`src/sv/command_frame_builder_crc16_core_defines.svh`:
```
// ----------------------------------------------------------------------------
// Command frame builder assertion macros
// Shared assertion forms for the command frame builder RTL.
// ----------------------------------------------------------------------------
`ifndef COMMAND_FRAME_BUILDER_CRC16_CORE_DEFINES_SVH
`define COMMAND_FRAME_BUILDER_CRC16_CORE_DEFINES_SVH

// same-cycle implication, disabled during reset
`define CFBC_ASSERT_NOW(label, clk, rst_n, ante, cons, msg) \
	label: assert property (@(posedge clk) disable iff (!rst_n) (ante) |-> (cons)) \
		else $error(msg);

// next-cycle implication, disabled during reset
`define CFBC_ASSERT_NEXT(label, clk, rst_n, ante, cons, msg) \
	label: assert property (@(posedge clk) disable iff (!rst_n) (ante) |=> (cons)) \
		else $error(msg);

`endif

```
`src/sv/cfbc_pkg.sv`:
```
// ----------------------------------------------------------------------------
// Command frame builder package
// Types, constants and the bytewise CRC-16 update shared by the frame builder.
// ----------------------------------------------------------------------------
`default_nettype none

package cfbc_pkg;

	localparam int MAX_PAYLOAD = 232;
	localparam int COUNT_W     = 8;
	localparam logic [15:0] CRC_TAPS = 16'hA001;
	localparam logic [15:0] CRC_INIT = 16'hC181;

	localparam int QUEUE_DEPTH = 4;
	localparam int QPTR_W      = $clog2(QUEUE_DEPTH);
	localparam int QFILL_W     = $clog2(QUEUE_DEPTH + 1);

	typedef enum logic [1:0] {
		OP_FIRST = 2'd0,
		OP_DATA  = 2'd1,
		OP_ERR   = 2'd2
	} op_t;

	typedef struct packed {
		op_t         op;
		logic        last;
		logic [7:0]  payload_byte;
		logic [15:0] node_id;
		logic [7:0]  command;
	} q_entry_t;

	typedef struct packed {
		logic push_ready;
		logic head_valid;
	} q_status_t;

	typedef enum logic [6:0] {
		ST_START = 7'b0000001,
		ST_IDLO  = 7'b0000010,
		ST_IDHI  = 7'b0000100,
		ST_CMD   = 7'b0001000,
		ST_DATA  = 7'b0010000,
		ST_CRCLO = 7'b0100000,
		ST_CRCHI = 7'b1000000
	} step_t;

	function automatic logic [15:0] crc_byte(input logic [15:0] crc, input logic [7:0] b);
		logic [15:0] c;
		c = crc ^ {8'h00, b};
		for (int k = 0; k < 8; k++) begin
			if (c[0]) begin
				c = (c >> 1) ^ CRC_TAPS;
			end else begin
				c = c >> 1;
			end
		end
		return c;
	endfunction

endpackage

`default_nettype wire

```
`src/sv/command_frame_builder_crc16_core.sv`:
```
// Command frame builder with CRC-16. Each input word carries one payload byte;
// the word marked first also carries the node id and command. The block emits
// id low, id high, command, the payload bytes and then the CRC-16 (reflected
// 0xA001, seed 0xC181, low byte first), or a single length_error word when the
// payload exceeds 232 bytes. Input words are taken one per cycle, while there is
// room, into a four-entry operation queue; frame bytes leave the output register
// one per cycle while frame_ready is high. A first word yields 4 output words
// (6 with last), a middle word 1, a last word 3, so the sustained input rate is
// one word per output word it yields, set by the single-byte output port. An
// accepted word is registered in the operation queue, then in the output register.
// ----------------------------------------------------------------------------
// Command frame builder top level
// Front end, operation queue and byte sequencer with output register.
// ----------------------------------------------------------------------------
`default_nettype none

`include "command_frame_builder_crc16_core_defines.svh"

module command_frame_builder_crc16_core (
	input  wire         clk,
	input  wire         arst_n,
	input  wire         item_valid,
	output logic        item_ready,
	input  wire  [7:0]  payload_byte,
	input  wire         first,
	input  wire         last,
	input  wire  [15:0] node_id,
	input  wire  [7:0]  command,
	output logic        frame_valid,
	input  wire         frame_ready,
	output logic [7:0]  frame_byte,
	output logic        frame_end,
	output logic        length_error
);

	cfbc_pkg::q_status_t q_status;
	cfbc_pkg::q_entry_t  push_entry;
	cfbc_pkg::q_entry_t  head;
	logic                push_valid;
	logic                pop;

	cfbc_front u_front (
		.clk          (clk),
		.arst_n       (arst_n),
		.item_valid   (item_valid),
		.item_ready   (item_ready),
		.payload_byte (payload_byte),
		.first        (first),
		.last         (last),
		.node_id      (node_id),
		.command      (command),
		.q_status     (q_status),
		.push_valid   (push_valid),
		.push_entry   (push_entry)
	);

	cfbc_queue u_queue (
		.clk        (clk),
		.arst_n     (arst_n),
		.push_valid (push_valid),
		.push_entry (push_entry),
		.pop        (pop),
		.head       (head),
		.q_status   (q_status)
	);

	cfbc_back u_back (
		.clk          (clk),
		.arst_n       (arst_n),
		.head         (head),
		.q_status     (q_status),
		.pop          (pop),
		.frame_valid  (frame_valid),
		.frame_ready  (frame_ready),
		.frame_byte   (frame_byte),
		.frame_end    (frame_end),
		.length_error (length_error)
	);

	`CFBC_ASSERT_NOW(a_err_word, clk, arst_n, frame_valid && length_error, frame_end && (frame_byte == 8'h00), "error word not terminal or nonzero")
	`CFBC_ASSERT_NOW(a_pop_nonempty, clk, arst_n, pop, q_status.head_valid, "pop from empty queue")
	`CFBC_ASSERT_NEXT(a_drain, clk, arst_n, q_status.head_valid && (!frame_valid || frame_ready), frame_valid, "queued operation not issued")

endmodule

`default_nettype wire

```
`src/sv/cfbc_front.sv`:
```
// ----------------------------------------------------------------------------
// Command frame builder front end
// Accepts input words, tracks the open frame and queues one operation per
// word that produces output.
// ----------------------------------------------------------------------------
`default_nettype none

module cfbc_front (
	input  wire                  clk,
	input  wire                  arst_n,
	input  wire                  item_valid,
	output logic                 item_ready,
	input  wire  [7:0]           payload_byte,
	input  wire                  first,
	input  wire                  last,
	input  wire  [15:0]          node_id,
	input  wire  [7:0]           command,
	input  cfbc_pkg::q_status_t  q_status,
	output logic                 push_valid,
	output cfbc_pkg::q_entry_t   push_entry
);

	logic [cfbc_pkg::COUNT_W-1:0] count_q;
	logic                         accept;
	logic                         overflow;

	assign item_ready = q_status.push_ready;
	assign accept     = item_valid && item_ready;
	assign overflow   = count_q >= cfbc_pkg::COUNT_W'(cfbc_pkg::MAX_PAYLOAD);
	assign push_valid = accept && (first || (count_q != '0));

	always_comb begin
		push_entry.op           = first ? cfbc_pkg::OP_FIRST :
		                          (overflow ? cfbc_pkg::OP_ERR : cfbc_pkg::OP_DATA);
		push_entry.last         = last;
		push_entry.payload_byte = payload_byte;
		push_entry.node_id      = node_id;
		push_entry.command      = command;
	end

	// drop words with no open frame; close on last or overflow
	always_ff @(posedge clk or negedge arst_n) begin
		if (!arst_n) begin
			count_q <= '0;
		end else if (accept) begin
			if (first) begin
				count_q <= last ? '0 : cfbc_pkg::COUNT_W'(1);
			end else if (count_q != '0) begin
				if (overflow || last) begin
					count_q <= '0;
				end else begin
					count_q <= count_q + cfbc_pkg::COUNT_W'(1);
				end
			end
		end
	end

endmodule

`default_nettype wire

```
`src/sv/cfbc_queue.sv`:
```
// ----------------------------------------------------------------------------
// Command frame builder operation queue
// Small FIFO between the front end and the byte sequencer.
// ----------------------------------------------------------------------------
`default_nettype none

module cfbc_queue (
	input  wire                  clk,
	input  wire                  arst_n,
	input  wire                  push_valid,
	input  cfbc_pkg::q_entry_t   push_entry,
	input  wire                  pop,
	output cfbc_pkg::q_entry_t   head,
	output cfbc_pkg::q_status_t  q_status
);

	cfbc_pkg::q_entry_t           ent_q [cfbc_pkg::QUEUE_DEPTH];
	logic [cfbc_pkg::QPTR_W-1:0]  wr_ptr_q;
	logic [cfbc_pkg::QPTR_W-1:0]  rd_ptr_q;
	logic [cfbc_pkg::QFILL_W-1:0] fill_q;
	logic                         do_push;
	logic                         do_pop;

	assign q_status.push_ready = fill_q != cfbc_pkg::QFILL_W'(cfbc_pkg::QUEUE_DEPTH);
	assign q_status.head_valid = fill_q != '0;
	assign head                = ent_q[rd_ptr_q];
	assign do_push             = push_valid && q_status.push_ready;
	assign do_pop              = pop && q_status.head_valid;

	always_ff @(posedge clk) begin
		if (do_push) begin
			ent_q[wr_ptr_q] <= push_entry;
		end
	end

	always_ff @(posedge clk or negedge arst_n) begin
		if (!arst_n) begin
			wr_ptr_q <= '0;
			rd_ptr_q <= '0;
			fill_q   <= '0;
		end else begin
			if (do_push) begin
				wr_ptr_q <= wr_ptr_q + cfbc_pkg::QPTR_W'(1);
			end
			if (do_pop) begin
				rd_ptr_q <= rd_ptr_q + cfbc_pkg::QPTR_W'(1);
			end
			case ({do_push, do_pop})
				2'b10:   fill_q <= fill_q + cfbc_pkg::QFILL_W'(1);
				2'b01:   fill_q <= fill_q - cfbc_pkg::QFILL_W'(1);
				default: fill_q <= fill_q;
			endcase
		end
	end

endmodule

`default_nettype wire

```
`src/sv/cfbc_back.sv`:
```
// ----------------------------------------------------------------------------
// Command frame builder byte sequencer
// Expands queued operations into frame bytes, runs the CRC-16 and drives
// the output register.
// ----------------------------------------------------------------------------
`default_nettype none

module cfbc_back (
	input  wire                  clk,
	input  wire                  arst_n,
	input  cfbc_pkg::q_entry_t   head,
	input  cfbc_pkg::q_status_t  q_status,
	output logic                 pop,
	output logic                 frame_valid,
	input  wire                  frame_ready,
	output logic [7:0]           frame_byte,
	output logic                 frame_end,
	output logic                 length_error
);

	cfbc_pkg::step_t step_q;
	cfbc_pkg::step_t cur_step;
	cfbc_pkg::step_t nxt_step;
	logic [15:0]     crc_q;
	logic [15:0]     crc_base;
	logic [15:0]     crc_upd;
	logic [15:0]     crc_nxt;
	logic            load;
	logic            fire;
	logic            done;
	logic [7:0]      byte_d;
	logic            end_d;
	logic            err_d;
	logic            valid_q;
	logic [7:0]      byte_q;
	logic            end_q;
	logic            err_q;

	assign load = !valid_q || frame_ready;
	assign fire = q_status.head_valid && load;
	assign pop  = fire && done;

	always_comb begin
		if (step_q != cfbc_pkg::ST_START) begin
			cur_step = step_q;
		end else begin
			case (head.op)
				cfbc_pkg::OP_FIRST: cur_step = cfbc_pkg::ST_IDLO;
				cfbc_pkg::OP_DATA:  cur_step = cfbc_pkg::ST_DATA;
				default:            cur_step = cfbc_pkg::ST_START;
			endcase
		end
	end

	assign crc_base = (cur_step == cfbc_pkg::ST_IDLO) ? cfbc_pkg::CRC_INIT : crc_q;
	assign crc_upd  = cfbc_pkg::crc_byte(crc_base, byte_d);

	always_comb begin
		byte_d   = 8'h00;
		end_d    = 1'b0;
		err_d    = 1'b0;
		nxt_step = cfbc_pkg::ST_START;
		done     = 1'b0;
		case (cur_step)
			cfbc_pkg::ST_IDLO: begin
				byte_d   = head.node_id[7:0];
				nxt_step = cfbc_pkg::ST_IDHI;
			end
			cfbc_pkg::ST_IDHI: begin
				byte_d   = head.node_id[15:8];
				nxt_step = cfbc_pkg::ST_CMD;
			end
			cfbc_pkg::ST_CMD: begin
				byte_d   = head.command;
				nxt_step = cfbc_pkg::ST_DATA;
			end
			cfbc_pkg::ST_DATA: begin
				byte_d   = head.payload_byte;
				nxt_step = head.last ? cfbc_pkg::ST_CRCLO : cfbc_pkg::ST_START;
				done     = !head.last;
			end
			cfbc_pkg::ST_CRCLO: begin
				byte_d   = crc_q[7:0];
				nxt_step = cfbc_pkg::ST_CRCHI;
			end
			cfbc_pkg::ST_CRCHI: begin
				byte_d = crc_q[15:8];
				end_d  = 1'b1;
				done   = 1'b1;
			end
			default: begin
				// length error word
				end_d = 1'b1;
				err_d = 1'b1;
				done  = 1'b1;
			end
		endcase
	end

	always_comb begin
		case (cur_step)
			cfbc_pkg::ST_CRCLO: crc_nxt = crc_q;
			cfbc_pkg::ST_IDLO, cfbc_pkg::ST_IDHI, cfbc_pkg::ST_CMD,
			cfbc_pkg::ST_DATA:  crc_nxt = crc_upd;
			default:            crc_nxt = cfbc_pkg::CRC_INIT;
		endcase
	end

	always_ff @(posedge clk or negedge arst_n) begin
		if (!arst_n) begin
			step_q  <= cfbc_pkg::ST_START;
			crc_q   <= cfbc_pkg::CRC_INIT;
			valid_q <= 1'b0;
		end else begin
			if (fire) begin
				step_q  <= nxt_step;
				crc_q   <= crc_nxt;
				valid_q <= 1'b1;
			end else if (frame_ready) begin
				valid_q <= 1'b0;
			end
		end
	end

	always_ff @(posedge clk) begin
		if (fire) begin
			byte_q <= byte_d;
			end_q  <= end_d;
			err_q  <= err_d;
		end
	end

	assign frame_valid  = valid_q;
	assign frame_byte   = byte_q;
	assign frame_end    = end_q;
	assign length_error = err_q;

endmodule

`default_nettype wire

```
`config.mk`:
```
export PLATFORM = sky130hd
export DESIGN_NAME = command_frame_builder_crc16_core
export DESIGN_NICKNAME = d
export VERILOG_FILES = /design/src/sv/cfbc_pkg.sv /design/src/sv/command_frame_builder_crc16_core.sv /design/src/sv/cfbc_front.sv /design/src/sv/cfbc_queue.sv /design/src/sv/cfbc_back.sv
export VERILOG_INCLUDE_DIRS = /design/src /design/src/sv
export SDC_FILE = /design/constraint.sdc
export NUM_CORES = 1
export LEC_CHECK = 0
export BUFFER_PORTS_ARGS = -buffer_cell sky130_fd_sc_hd__buf_2
export CAP_MARGIN = 20
export CORE_ASPECT_RATIO = 2
export CORE_MARGIN = 5
export CORE_UTILIZATION = 45
export DETAILED_ROUTE_END_ITERATION = 7
export GPL_TIMING_DRIVEN = 0
export MAX_ROUTING_LAYER = met4
export PLACE_DENSITY_LB_ADDON = 0.12
export SLEW_MARGIN = 20
export SYNTH_ARGS = -nofsm -noshare
export SYNTH_HDL_FRONTEND = slang
export SYNTH_HIERARCHICAL = 1
export SYNTH_SLANG_ARGS = --single-unit
```
`constraint.sdc`:
```
create_clock -name clk -period 6.2 [get_ports clk]
set_input_delay 1.86 -clock clk [delete_from_list [all_inputs] [get_ports clk]]
set_output_delay 1.86 -clock clk [all_outputs]
set_load 0.02 [all_outputs]
```
---- Word level (Yosys, flattened, before mapping) ----
Memory sizes are Yosys's and may differ from the RTL's.
Index checks and enable logic that the tools add are counted.
storage, ports and cells
  register bits after elaboration ......... 49
  memory bits (writable) .................. 140
  memories kept ........................... 1
memories
  memory         depth  width  rd ports  clocked after Yosys merged registers in  write ports  RTL line          RTL
  u_queue.ent_q  4      35     1         0                                        1            cfbc_queue.sv:17  cfbc_pkg::q_entry_t ent_q [cfbc_pkg::QUEUE_DEPTH];
cells by class
  add/sub/neg operators ................... 5
  $lt $le $gt $ge ......................... 1
  equality and inequality tests ........... 11
  muxes and demuxes ....................... 29
  bitwise operators ....................... 10
  reduce and logical (&&, ||, !) cells .... 23
operators by type and width
  cell                 count
  $mux 16              9
  $pmux 8 s6           1
  $pmux 7 s5           1
  $pmux 16 s2          1
  $mux 8               3
  $not 2->3            8
  $xor 16x8->16        1
  $pmux 5 s2           1
  $add 8x1->8 const B  1
  $ge 8x8->1 const B   1
  $reduce_bool 8->1    1
  $reduce_or 4->1      2
  $eq 7x2->1 const B   1
  $eq 7x3->1 const B   1
  $eq 7x4->1 const B   1
  $eq 7x5->1 const B   1
  $eq 7x6->1 const B   1
  $eq 7x7->1 const B   1
  $mux 1               7
  $mux 7               1
  $ne 7x1->1 const B   1
  $logic_and 1x1->1    6
  $mux 6               1
  $pmux 3 s2           1
  other kinds (17)     26

---- Depth between registers and ports, before layout ----
An unclocked memory read counts as a cell.
  depth after elaboration ................. 24
  depth in mapped cells ................... 14
  mapped depth without buffers ............ 13

---- Hierarchy ----
Netlist, hierarchy kept.
by module, submodules not included
  module      times used  cells an instance  area each (µm²)
  cfbc_queue  1           220                5467.7
  cfbc_back   1           200                2044.5
  cfbc_front  1           85                 740.7

---- Worst setup path after synthesis ----
No wires, ideal clock.
  kind .................................... input port to flip-flop
  start point ............................. input first
  end point ............................... register u_queue/fill_q[2] (netlist bit)
  setup time .............................. 79 ps
  data arrival time ....................... 3578 ps
  slack ................................... 2543 ps
  cell stages on the path ................. 11
  cell sequence ........................... nor4_1 -> a21o_2 -> inv_2 -> and2_4 -> inv_1 -> ha_1 -> inv_1 -> fa_1 -> xor2_1 -> nor2_1 -> xor2_1
between the ends
  longest elaborated chain between the ends .. 5
  elaborated cells on any way between the ends .. 7
  those cells by class .................... 2 x eq/ne; 1 x mux; 4 x reduce/logical
ends and longest elaborated chain
  element                                          RTL line                                RTL
  start: declaration                               command_frame_builder_crc16_core.sv:25  input wire first,
  $logic_or 1x1->1 (*)                             cfbc_front.sv:30                        assign push_valid = accept && (first || (count_q != '0));
  $logic_and 1x1->1 (*)                            cfbc_front.sv:30
  net push_valid                                   command_frame_builder_crc16_core.sv:39  logic push_valid;
  $logic_and 1x1->1 (*)                            cfbc_queue.sv:27                        assign do_push = push_valid && q_status.push_ready;
  $eq 2x1->1 or $eq 2x2->1 (tied branches)         cfbc_queue.sv:48                        case ({do_push, do_pop})
  $pmux 3 s2 or $reduce_bool 2->1 (tied branches)  n/a
  end signal: assignment                           cfbc_queue.sv:49                        2'b10: fill_q <= fill_q + cfbc_pkg::QFILL_W'(1);
  end signal: assignment                           cfbc_queue.sv:50                        2'b01: fill_q <= fill_q - cfbc_pkg::QFILL_W'(1);
  end signal: assignment                           cfbc_queue.sv:51                        default: fill_q <= fill_q;
  end: declaration                                 cfbc_queue.sv:20                        logic [cfbc_pkg::QFILL_W-1:0] fill_q;
The timed path passes the listed nets; every way through them passes the cells marked *.
A chain may end at the register's enable or synchronous reset.

==> results by group <==
Synth
  – Cell taking the most area after synthesis: edfxtp_1
  – Mapped Cells: about 510
  – Async set-reset flop share out of synthesis: about a fifth
  – Main flop type after synthesis: edfxtp_1
  – Top-area cell type share of the netlist area: roughly 55%
  – Count leader, synth: edfxtp_1
  – Post-synthesis adder-cell area fraction: 1.30%
  – Post-synth top cells: 150 x edfxtp_1, 37 x buf_4, 35 x mux4_2
  – Synth area leaders: edfxtp_1 55%, dfrtp_1 9.7%, mux4_2 9.6%
  – Sequential fraction of the synthesis area: between 60% and 70%
  – Flops & latches, synth: roughly 190
  – Synth warn: 6
  – Xor and xnor area share after synthesis: approximately 3.9%
  – Post-synth EDFFs: 150
  – Syn_nets: 551
  – Syn avg cell area: between 15 and 20 um^2
  – Synth Area in Compound Gates: 6.52%
  – Synth Area in Simple Gates: 7.06%
  – Mapped Area: ~0.0083 mm^2
  – Largest family of logic cells by synthesized area: multiplexers
  – Count of cell types in the netlist: between 60 and 70
  – Post-synthesis mux area share: roughly a tenth

Placed design
  – Cell total after placement: roughly 740
  – Detail Placement HPWL: 12100 um
  – Post-DP Area: ~0.0086 mm^2
  – Buffers on Ports: 17
  – RD Place Congestion: between 0.8 and 0.9

Cells and area
  – Synthesis-to-layout area growth: 11.2%
  – Antenna Cells: 0
  – Finished layout cell area: approximately 0.009 mm^2
  – Nets: ~600
  – Fraction of layout cells with a size suffix above 1: about 28%
  – Layout Cells excl Fill: a little under 800

Worst setup path
  – CP arrival: 4.27 ns
  – Worst setup EP type: register
  – Capturing point of the worst reg2reg path: u_back/crc_q[0]
  – WP data required: between 6 and 7 ns
  – Critical path launch point type: register
  – Worst r2r src: u_queue/rd_ptr_q[1]
  – CP max FO: 10
  – Cells along the critical path: buf_2 -> buf_2 -> mux4_2 -> or3b_2 -> nor4_4 -> a221oi_1 -> xnor2_1 -> xor2_1 -> xnor2_2 -> xnor2_1 -> a21oi_1
  – CP max-delay cell: nor4_4
  – CP max stage delay: ~0.54 ns
  – Crit path kind: reg -> reg
  – CP Buf/Inv Count: 2
  – Flop-to-flop setup slack: between 2 and 2.5 ns
  – Cells on worst reg2reg path: 11
  – Delay-heaviest family, CP: simple AND/OR/NAND/NOR gates

Timing
  – Slew Limit Fails: 0
  – Achievable Freq: between 200 and 300 MHz
  – Fin crit share: a little over three fifths
  – Count of final setup violators: 0
  – Worst hold slack: between 0.4 and 0.5 ns
  – Endpoints failing hold: 0
  – RSZ-0062 raised after global routing: false
  – Min Clock Period, post-route: 3.92 ns
  – Skew final: between 0.01 and 0.015 ns
  – Slew @ Worst Pin: a little over 1 ns
  – TNS Setup: 0 ns
  – Relative slew slack: about a third

Global routing
  – Gr usage total: approximately 18%
  – Pin count of the biggest net entering global routing: 39
  – Met1 GRT Util: 18.8%
  – Initial antenna violation count: 0
  – GR Layer Usage met3: under 10%
  – Layer with the highest usage: met2
  – M2 GR Usage: 32.2%
  – Vias in the first global route: about 4900
  – GRT Residual Overflow: 0
  – First-pass GRT wire length: 27900 um

Run
  – Max-cap violations: 0

Route
  – Detail Route Antenna Nets: 0
  – Initial DRC Count: around 210
  – Routed WL: 17500 um
  – DRC: 0
  – DRT Pass-1 Iters: 6
  – Vias per inst: roughly 5.8
  – Wire length per cell: 22.7 um
  – Via count: approximately 4400

Min path
  – Hold Path Origin: u_queue/fill_q[2]
  – HP Class: reg -> reg
  – Hold Path End: u_queue/fill_q[2]
  – Hold path depth: 1

Die
  – Die Span X: between 100 and 150 um
  – Core ar.: ~0.018 mm^2
  – Initial Utilization: 45.3%
  – Site row count: 70
  – Die area: around 0.021 mm^2
  – Chip Height: between 200 and 250 um
  – IO Count: 50

Clock network
  – CTS Hold Bufs: 0
  – Clk root buf: clkbuf_16
  – CTS tree: built
  – Clock-pin slew on the worst setup and hold paths: around 0.07 ns
  – Post-CTS sizing: 0
  – Cts bufs inserted: 17
  – Clk sink count: roughly 190
  – Post-CTS Setup Bufs: 0
  – Clock Path Buffers: 2
  – Number of H-tree levels: 4
  – Clock Latency Late Sink: between 0.4 and 0.5 ns

Power and ir drop
  – P per Cell Area: 538 mW/mm^2
  – Max VDD drop: roughly 0.25 mV
  – LEAKAGE: about 0.0033 uW

Run status
  – Outcome: finished clean
==> cells by family (layout without fill, tap and decap cells) <==
group,after synthesis,in the layout
buf+inv,66,115
mux,40,40
compound gates,67,67
fa+ha+maj,8,8
flops,188,188
xor+xnor,36,36
simple gates,100,100
==> metal layers <==
| layer | part of all wire, % | vias to the layer above |
|---|---|---|
| met5 | 0 | - |
| met4 | 4.3 | 0 |
| met3 | 3.1 | 36 |
| met2 | 56 | 115 |
| met1 | 36 | 2286 |
| li1 | - | 1993 |
==> per-stage QoR <==
| stage | utilization (%) | setup slack (ns) | total power, uW |
|---|---|---|---|
| finish | 50.4 | 2.28 | 4930 |
| global route | 50.4 | 2.13 | 5210 |
| CTS | 50.4 | 2.34 | 4990 |
| detailed placement | 47.3 | 2.24 | 3920 |
| global placement | 47.3 | 2.26 | 3880 |
| floorplan | - | 2.54 | 3360 |
==> state kept, by name, summed over array words and instances (netlist names) <==
| register | flops |
|---|---|
| u_queue/fill_q | 3 |
| u_back/frame_valid | 1 |
| u_back/crc_q | 16 |
| u_queue/rd_ptr_q | 2 |
| u_back/frame_end | 1 |
| u_back/step_q | 6 |
| u_front/count_q | 8 |
| u_queue/wr_ptr_q | 2 |
| u_queue/ent_q | 140 |
| u_back/frame_byte | 8 |
| u_back/length_error | 1 |
==> cell usage in the layout, fill, tap and decap left out, types with 3 or more instances in the layout <==
| master | Yosys | final |
|---|---|---|
| dfrtp_1 | 32 | 32 |
| buf_4 | 37 | 37 |
| nor4_1 | 4 | 4 |
| mux2i_1 | 4 | 4 |
| clkbuf_16 | 0 | 17 |
| inv_1 | 9 | 9 |
| xor2_1 | 14 | 14 |
| o22ai_1 | 4 | 4 |
| a221o_1 | 6 | 6 |
| a21o_1 | 3 | 3 |
| a22oi_1 | 9 | 9 |
| nand3_1 | 7 | 7 |
| clkbuf_1 | 10 | 13 |
| clkinvlp_4 | 0 | 3 |
| mux4_2 | 35 | 35 |
| o21ai_0 | 4 | 4 |
| buf_2 | 6 | 23 |
| inv_6 | 0 | 3 |
| xnor2_1 | 21 | 21 |
| a21oi_1 | 7 | 7 |
| nor2_1 | 25 | 25 |
| ha_1 | 7 | 7 |
| and3_2 | 4 | 4 |
| a22o_1 | 17 | 17 |
| nor2b_1 | 8 | 8 |
| nand2b_1 | 3 | 3 |
| dfstp_2 | 6 | 6 |
| edfxtp_1 | 150 | 150 |
| nand2_1 | 20 | 20 |
==> worst max-delay path by stage <==
stage,from,cells past startpoint,to,slack [ns]
floorplan,first,11,u_queue/fill_q[2],2.54
CTS,u_queue/rd_ptr_q[1],11,u_back/crc_q[0],2.34
detailed placement,frame_ready,11,u_queue/fill_q[2],2.24
global route,u_queue/rd_ptr_q[1],11,u_back/crc_q[0],2.13
global placement,frame_ready,11,u_queue/fill_q[2],2.26
finish,u_queue/rd_ptr_q[1],11,u_back/crc_q[0],2.28
==> where the power goes <==
group / internal [uW] / switching (uW) / total (uW)
logic: 879 / 1210 / 2090
registers: 1690 / 106 / 1790
clock network: 583 / 470 / 1050
total: 3150 / 1780 / 4930
==> layout make-up <==
type	instances	area [um^2]
Inverter	11	41.3
Multi-Input combinational cell	251	2390
Tap cell	216	270
Clock buffer	22	464
Timing Repair Buffer	17	85.1
Clock inverter	10	103
Sequential cell	188	5460
Fill cell	1564	9040
Buffer	55	354
No activity file was read; power rests on OpenSTA's default activity.
